===== src/hw/rtl/utf8ld_pkg.sv =====
// Package for the lenient UTF-8 decoder: sequencer states, byte class
// constants and the lead-byte decode function. No dependencies.

package utf8ld_pkg;

    localparam int unsigned HOLD_DEPTH = 5;
    localparam int unsigned CP_W       = 31;
    localparam int unsigned CNT_W      = 3;
    localparam int unsigned IDX_W      = 3;

    localparam logic [7:0] LEAD_MIN   = 8'hC0;
    localparam logic [7:0] LEAD3_MIN  = 8'hE0;
    localparam logic [7:0] LEAD4_MIN  = 8'hF0;
    localparam logic [7:0] LEAD5_MIN  = 8'hF8;
    localparam logic [7:0] LEAD6_MIN  = 8'hFC;
    localparam logic [7:0] RAW_HI_MIN = 8'hFE;
    localparam logic [7:0] CONT_MASK  = 8'hC0;
    localparam logic [7:0] CONT_TAG   = 8'h80;

    localparam logic [CNT_W-1:0] ONE_BYTE = 3'd1;

    typedef enum logic [4:0] {
        S_IDLE  = 5'b00001,
        S_EVAL  = 5'b00010,
        S_FLUSH = 5'b00100,
        S_FRESH = 5'b01000,
        S_EMIT  = 5'b10000
    } t_state;

    typedef struct packed {
        logic [CNT_W-1:0] len;
        logic [4:0]       bits;
    } t_lead;

    function automatic logic is_raw(input logic [7:0] b);
        return (b < LEAD_MIN) || (b >= RAW_HI_MIN);
    endfunction

    function automatic logic is_cont(input logic [7:0] b);
        return (b & CONT_MASK) == CONT_TAG;
    endfunction

    function automatic t_lead lead_decode(input logic [7:0] b);
        t_lead r;
        if (b < LEAD3_MIN) begin
            r.len  = 3'd2;
            r.bits = b[4:0];
        end else if (b < LEAD4_MIN) begin
            r.len  = 3'd3;
            r.bits = {1'b0, b[3:0]};
        end else if (b < LEAD5_MIN) begin
            r.len  = 3'd4;
            r.bits = {2'b0, b[2:0]};
        end else if (b < LEAD6_MIN) begin
            r.len  = 3'd5;
            r.bits = {3'b0, b[1:0]};
        end else begin
            r.len  = 3'd6;
            r.bits = {4'b0, b[0]};
        end
        return r;
    endfunction

endpackage


===== src/hw/rtl/utf8_lenient_decoder_unit.sv =====
// Lenient UTF-8 decoder top level: byte stream in, code point stream out.
// Depends on utf8ld_pkg.
//
// Usage:
//   Slave channel s_axis: one raw byte per beat in tdata[7:0], tlast marks
//   the last byte of the data. Master channel m_axis: one code point per
//   beat, tdata[30:0] = code_point, tdata[33:31] = byte_count, upper bits
//   zero; tlast marks the last result caused by one input byte.
//   A byte that only opens or extends a sequence gives no result. A broken
//   or unterminated sequence returns each held byte raw, one beat each.
//   Timing: a byte is taken in the idle state and decoded in the next cycle;
//   the sequencer then forms each result in turn as the output register
//   frees, and a lead byte opens its sequence in the fresh-byte state. The
//   longest run for one byte is five held bytes broken by a lead byte
//   flagged as end of data. Results are registered: they appear in the
//   output register in the cycle after they are formed.
//   Reset: synchronous, active low; clears the open sequence and output valid.
//   Stall: while the output is full and m_axis_tready is low the sequencer
//   holds on its next result; a new byte is still taken once it is idle.

module utf8_lenient_decoder_unit (
    input  logic        i_clk,
    input  logic        i_rst_n,
    input  logic        s_axis_tvalid,
    output logic        s_axis_tready,
    input  logic [7:0]  s_axis_tdata,   // [7:0] data_byte
    input  logic        s_axis_tlast,   // end_of_data
    output logic        m_axis_tvalid,
    input  logic        m_axis_tready,
    output logic [39:0] m_axis_tdata,   // [30:0] code_point, [33:31] byte_count, [39:34] 0
    output logic        m_axis_tlast    // last_of_run
);

    localparam int unsigned CP_W  = utf8ld_pkg::CP_W;
    localparam int unsigned CNT_W = utf8ld_pkg::CNT_W;
    localparam int unsigned IDX_W = utf8ld_pkg::IDX_W;
    localparam logic [CNT_W-1:0] ONE = utf8ld_pkg::ONE_BYTE;

    utf8ld_pkg::t_state r_state, n_state;

    logic [7:0]       r_byte;
    logic             r_eod;
    logic             r_fresh, n_fresh;
    logic [7:0]       r_held [utf8ld_pkg::HOLD_DEPTH];
    logic [CNT_W-1:0] r_held_cnt, n_held_cnt;
    logic [CNT_W-1:0] r_exp_len, n_exp_len;
    logic [CP_W-1:0]  r_partial, n_partial;
    logic [IDX_W-1:0] r_idx, n_idx;

    logic             r_out_valid, n_out_valid;
    logic [CP_W-1:0]  r_out_cp, n_out_cp;
    logic [CNT_W-1:0] r_out_cnt, n_out_cnt;
    logic             r_out_last, n_out_last;

    logic             accept;
    logic             out_free;
    logic             held_we;
    logic [IDX_W-1:0] held_wa;
    logic             fresh_emits;
    logic             flush_end;
    utf8ld_pkg::t_lead lead;

    assign accept        = s_axis_tvalid && s_axis_tready;
    assign s_axis_tready = (r_state == utf8ld_pkg::S_IDLE);
    assign out_free      = !r_out_valid || m_axis_tready;
    assign lead          = utf8ld_pkg::lead_decode(r_byte);
    assign fresh_emits   = utf8ld_pkg::is_raw(r_byte) || r_eod;
    assign flush_end     = (r_idx == (r_held_cnt - ONE));

    always_comb begin
        n_state     = r_state;
        n_fresh     = r_fresh;
        n_held_cnt  = r_held_cnt;
        n_exp_len   = r_exp_len;
        n_partial   = r_partial;
        n_idx       = r_idx;
        n_out_valid = r_out_valid && !m_axis_tready;
        n_out_cp    = r_out_cp;
        n_out_cnt   = r_out_cnt;
        n_out_last  = r_out_last;
        held_we     = 1'b0;
        held_wa     = r_held_cnt;
        case (r_state)
            utf8ld_pkg::S_IDLE: begin
                if (accept) begin
                    n_state = utf8ld_pkg::S_EVAL;
                end
            end
            utf8ld_pkg::S_EVAL: begin
                n_idx = '0;
                if (r_held_cnt == '0) begin
                    n_state = utf8ld_pkg::S_FRESH;
                end else if (utf8ld_pkg::is_cont(r_byte)) begin
                    held_we    = (r_held_cnt < CNT_W'(utf8ld_pkg::HOLD_DEPTH));
                    n_held_cnt = r_held_cnt + ONE;
                    n_partial  = {r_partial[CP_W-7:0], r_byte[5:0]};
                    if (n_held_cnt >= r_exp_len) begin
                        n_state = utf8ld_pkg::S_EMIT;
                    end else if (r_eod) begin
                        n_fresh = 1'b0;
                        n_state = utf8ld_pkg::S_FLUSH;
                    end else begin
                        n_state = utf8ld_pkg::S_IDLE;
                    end
                end else begin
                    n_fresh = 1'b1;
                    n_state = utf8ld_pkg::S_FLUSH;
                end
            end
            utf8ld_pkg::S_EMIT: begin
                if (out_free) begin
                    n_out_valid = 1'b1;
                    n_out_cp    = r_partial;
                    n_out_cnt   = r_exp_len;
                    n_out_last  = 1'b1;
                    n_held_cnt  = '0;
                    n_exp_len   = '0;
                    n_partial   = '0;
                    n_state     = utf8ld_pkg::S_IDLE;
                end
            end
            utf8ld_pkg::S_FLUSH: begin
                if (out_free) begin
                    n_out_valid = 1'b1;
                    n_out_cp    = CP_W'(r_held[r_idx]);
                    n_out_cnt   = ONE;
                    n_out_last  = flush_end && !(r_fresh && fresh_emits);
                    n_idx       = r_idx + IDX_W'(1);
                    if (flush_end) begin
                        n_held_cnt = '0;
                        n_exp_len  = '0;
                        n_partial  = '0;
                        n_idx      = '0;
                        n_state    = r_fresh ? utf8ld_pkg::S_FRESH : utf8ld_pkg::S_IDLE;
                    end
                end
            end
            utf8ld_pkg::S_FRESH: begin
                n_fresh = 1'b0;
                if (utf8ld_pkg::is_raw(r_byte)) begin
                    if (out_free) begin
                        n_out_valid = 1'b1;
                        n_out_cp    = CP_W'(r_byte);
                        n_out_cnt   = ONE;
                        n_out_last  = 1'b1;
                        n_state     = utf8ld_pkg::S_IDLE;
                    end
                end else begin
                    held_we    = 1'b1;
                    held_wa    = '0;
                    n_held_cnt = ONE;
                    n_exp_len  = lead.len;
                    n_partial  = CP_W'(lead.bits);
                    n_idx      = '0;
                    n_state    = r_eod ? utf8ld_pkg::S_FLUSH : utf8ld_pkg::S_IDLE;
                end
            end
            default: begin
                n_state = utf8ld_pkg::S_IDLE;
            end
        endcase
    end

    always_ff @(posedge i_clk) begin
        if (!i_rst_n) begin
            r_state     <= utf8ld_pkg::S_IDLE;
            r_fresh     <= 1'b0;
            r_held_cnt  <= '0;
            r_exp_len   <= '0;
            r_partial   <= '0;
            r_idx       <= '0;
            r_out_valid <= 1'b0;
        end else begin
            r_state     <= n_state;
            r_fresh     <= n_fresh;
            r_held_cnt  <= n_held_cnt;
            r_exp_len   <= n_exp_len;
            r_partial   <= n_partial;
            r_idx       <= n_idx;
            r_out_valid <= n_out_valid;
        end
    end

    always_ff @(posedge i_clk) begin
        if (accept) begin
            r_byte <= s_axis_tdata;
            r_eod  <= s_axis_tlast;
        end
        if (held_we) begin
            r_held[held_wa] <= r_byte;
        end
        r_out_cp   <= n_out_cp;
        r_out_cnt  <= n_out_cnt;
        r_out_last <= n_out_last;
    end

    assign m_axis_tvalid = r_out_valid;
    assign m_axis_tdata  = {6'b0, r_out_cnt, r_out_cp};
    assign m_axis_tlast  = r_out_last;

`ifndef NO_ASSERTIONS
    a_state_onehot: assert property (@(posedge i_clk) disable iff (!i_rst_n)
        $onehot(r_state))
        else $error("sequencer state not one-hot");

    a_held_below_len: assert property (@(posedge i_clk) disable iff (!i_rst_n)
        (r_held_cnt != '0 && r_state == utf8ld_pkg::S_IDLE) |-> (r_held_cnt < r_exp_len))
        else $error("open sequence already complete while idle");

    a_flush_index: assert property (@(posedge i_clk) disable iff (!i_rst_n)
        (r_state == utf8ld_pkg::S_FLUSH) |-> (r_idx < r_held_cnt))
        else $error("flush index beyond held bytes");

    a_accept_eval: assert property (@(posedge i_clk) disable iff (!i_rst_n)
        accept |=> (r_state == utf8ld_pkg::S_EVAL))
        else $error("accepted byte not evaluated");

    a_idle_empty_partial: assert property (@(posedge i_clk) disable iff (!i_rst_n)
        (r_held_cnt == '0) |-> (r_exp_len == '0))
        else $error("length set with no open sequence");
`endif

endmodule

===== config.mk =====
export PLATFORM = sky130hd
export DESIGN_NAME = utf8_lenient_decoder_unit
export DESIGN_NICKNAME = d
export VERILOG_FILES = /design/src/hw/rtl/utf8ld_pkg.sv /design/src/hw/rtl/utf8_lenient_decoder_unit.sv
export SDC_FILE = /design/constraint.sdc
export NUM_CORES = 1
export LEC_CHECK = 0
export ABC_AREA = 0
export BUFFER_PORTS_ARGS = -buffer_cell sky130_fd_sc_hd__buf_4
export CAP_MARGIN = 5
export CORE_MARGIN = 5
export CORE_UTILIZATION = 53
export CTS_CLUSTER_DIAMETER = 40
export CTS_CLUSTER_SIZE = 28
export DETAILED_ROUTE_END_ITERATION = 7
export PLACE_DENSITY = 0.76
export SYNTH_ARGS = -nofsm -noshare
export SYNTH_HDL_FRONTEND = slang
export SYNTH_SLANG_ARGS = --single-unit

===== constraint.sdc =====
create_clock -name i_clk -period 3.5 [get_ports i_clk]
set_input_delay 0.35 -clock i_clk [delete_from_list [all_inputs] [get_ports i_clk]]
set_output_delay 0.35 -clock i_clk [all_outputs]
set_load 0.005 [all_outputs]

==> results.py <==
metrics = {
    "run_status": {
        "status": "complete, no violations",
    },
    "routing": {
        "drc": 0,
        "avgRoutedWirePerCell_um": 17.7,
        "vias": 3795,
        "drt_iter0_drc": 272,
        "drtPass1Iterations": 5,
        "drt-total-wl_um": 12000,
        "final_antenna_net_count": 0,
        "detail_route.vias_per_cell": 5.58,
    },
    "synthesis": {
        "synth_most_common_cell": "edfxtp_1",
        "synth_top_family_by_area": "simple AND/OR/NAND/NOR gates",
        "synthAdderAreaFrac_pct": 1.52,
        "ys_types": 52,
        "syn_area_mm2": 0.00576,
        "synthCells": 468,
        "ys_top_cells_by_area": "edfxtp_1 (44%), dfxtp_1 (17%), mux2i_1 (7.6%), nand2_1 (5.0%), mux4_2 (3.1%)",
        "synthFlopType": "edfxtp_1",
        "ys_seq_area_share_pct": 61.2,
        "synth_xor_area_share_pct": 1.48,
        "yosysTopAreaCell": "edfxtp_1",
        "synth_edf_count": 84,
        "ys_ff_latch": 134,
        "synthMuxAreaShare_pct": 10.8,
        "synth-simple-area-share_pct": 14.4,
        "synthArstFlopShare_pct": 0,
        "synthTopCellsByCount": "edfxtp_1 (84), nand2_1 (76), dfxtp_1 (50)",
        "postSynthAreaPerCell_um2": 12.3,
        "synth_top_area_share_pct": 43.8,
        "ys_warn_count": 0,
        "synth_compound_area_share_pct": 6.74,
    },
    "worst_setup_path": {
        "crit_path_start_kind": "flip-flop",
        "crit_type": "flip-flop to flip-flop",
        "critPathRequiredTime_ns": 3.67,
        "cp_max_fo": 31,
        "cp-end-kind": "flip-flop",
        "arrival_ns": 2.97,
    },
    "clock_network": {
        "clock-sinks": 134,
        "clk_pin_slew_ns": 0.06,
        "ctsResizeCount": 0,
        "clk_latency_ns": 0.52,
        "ctsHtreeMaxLevel": 4,
        "clock_path_buffers": 2,
        "cts_buffers": 17,
        "cts-root-buf": "clkbuf_8",
        "cts_tree": "yes",
    },
    "sta": {
        "rsz0062_at_grt": "false",
        "period_minus_slack_ns": 2.81,
        "slew_headroom_pct": 31.3,
        "worstMarginPinSlew_ns": 1.03,
        "setup_viol": 0,
        "timing.fmax_mhz": 356,
        "hold_viol_final": 0,
        "worst_slack_ns": 0.694,
        "tns_ns": 0,
        "finalCritPeriodShare_pct": 80.2,
        "fin_skew_ns": 0.0124,
        "finalMaxSlewViolations": 0,
    },
    "die": {
        "row_count": 38,
        "core-area_mm2": 0.0107,
        "ioPinCount": 56,
        "die_h_um": 114,
        "initial_core_util_pct": 53.6,
        "die-area_mm2": 0.0130,
        "die_w_um": 114,
    },
    "job": {
        "drv_cap": 0,
    },
    "place": {
        "dpl.hpwl_um": 7610,
        "dp_cells": 639,
        "place_ws_ns": 0.794,
        "gp_congestion": 0.899,
        "io_buffers": 49,
    },
    "grt": {
        "grt_start_max_net_pins": 51,
        "grt_pass1_wl_um": 19500,
        "grt_overflow": 0,
        "grt_pass1_vias": 3881,
        "gr-usage-all-layers_pct": 19.5,
        "antenna_found_initial": 0,
    },
    "final_layout": {
        "fin_cells": 680,
        "drive_gt1_share_pct": 18.9,
        "diodes": 0,
        "nets": 547,
        "nFillCells": 822,
        "syn2layout_area_growth_pct": 20.8,
    },
    "power_and_ir_drop": {
        "peakVddDrop_uv": 264,
        "p_leak_nw": 2.41,
        "pwr_density_cell_mw_per_mm2": 544,
    },
    "hold_path": {
        "min_path_type": "primary input to flip-flop",
    },
}
kinds of logic (layout without fill, tap and decap cells):
kind of cell	Yosys count	after routing
other	1	6
adder cells (fa/ha/maj)	7	7
AO/OA/AOI/OAI	57	57
XOR/XNOR	8	8
flip-flops	134	134
multiplexers	52	52
buffers and inverters	41	108
AND/OR/NAND/NOR	168	168
metrics by stage:
stage	util, %	area (µm²)	hold slack, ns	power [mW]
floorplan	-	5780	0.430	1.80
global placement	57.8	6210	0.439	1.84
detailed placement	57.8	6210	0.450	1.84
CTS	64.7	6960	0.0522	3.81
global route	64.7	6960	0.0756	3.91
finish	64.7	6960	0.0749	3.78
routing by layer:
metal  vias up  part of all wire, %  global-route usage (%)
li1       1797                    -                       -
met1      1852                   42                    24.4
met2       120                   51                    32.3
met3        26                  5.3                    5.34
met4         0                  1.7                    7.60
met5         -                    0                       0
path summary, 6_finish.rpt:
check	start	endpoint	slack [ns]	cells past startpoint
worst max-delay path	r_byte[4]	r_out_cp[5]	0.69	5
worst min-delay path	s_axis_tvalid	r_state[1]	0.07	2
worst max register to register	r_byte[4]	r_out_cp[5]	0.69	5
worst min register to register	r_partial[26]	r_partial[26]	0.46	2
worst max-delay path, stage by stage (launching register included):
cell      delay [ns]
edfxtp_1        0.58
nand3_1         0.16
o21ai_0         0.67
nor2_1          0.38
nor3_4          0.25
buf_4           0.40
placed cells by master, fill, tap and decap left out, types with 2 or more instances in the layout:
master / netlist / final
bufinv_16: 0 / 6
edfxtp_1: 84 / 84
clkbuf_8: 0 / 2
nor3_1: 6 / 5
o21ai_0: 16 / 16
a22oi_1: 8 / 8
nor3_2: 2 / 2
nor2_2: 2 / 2
nor2b_1: 3 / 3
nor4_1: 3 / 3
nand2b_1: 5 / 5
a21oi_1: 11 / 11
clkinv_2: 0 / 2
conb_1: 1 / 6
and3_1: 6 / 6
nand3_1: 6 / 6
ha_1: 7 / 7
dfxtp_1: 50 / 50
buf_4: 6 / 57
nand4_1: 2 / 2
nor2_1: 16 / 16
o211ai_1: 7 / 7
clkinv_4: 0 / 2
xor2_1: 3 / 3
nor3b_1: 2 / 2
inv_1: 10 / 10
a211oi_1: 2 / 2
o22ai_1: 2 / 2
clkbuf_1: 17 / 2
xnor2_1: 4 / 4
dlygate4sd3_1: 0 / 9
clkbuf_16: 0 / 16
mux2i_1: 44 / 44
nand3b_1: 5 / 5
and2_1: 26 / 26
or3_1: 4 / 4
mux4_2: 8 / 8
nand2_1: 76 / 76
report_power, final:
part	internal (mW)	leakage, nW	switching [mW]	total [mW]
registers	1.69	1.17	0.0298	1.72
logic	0.0403	0.927	0.0581	0.0984
clock network	1.32	0.319	0.642	1.96
sequential cells by signal (all words and copies together), names as in the netlist, named ones only:
signal,cells
m_axis_tlast,1
m_axis_tvalid,1
r_byte,8
r_eod,1
r_exp_len,3
r_fresh,1
r_held,40
r_held_cnt,3
r_idx,3
r_out_cnt,3
r_out_cp,31
r_partial,31
r_state,5
cell type report:
class                           instances  area (µm²)  share of cell area (%)
Clock buffer                           20         435                    6.26
Clock inverter                         12         224                    3.22
Inverter                               10        37.5                   0.540
Multi-Input combinational cell        298        2040                    29.4
Sequential cell                       134        3520                    50.6
Tap cell                              140         175                    2.52
Timing Repair Buffer                   66         518                    7.45
timing repair:
item,4_1_cts,5_1_grt
endpoints found under the hold margin,9,0
setup buffers,0,0
hold buffers,9,0
No activity file was read; power rests on OpenSTA's default activity.
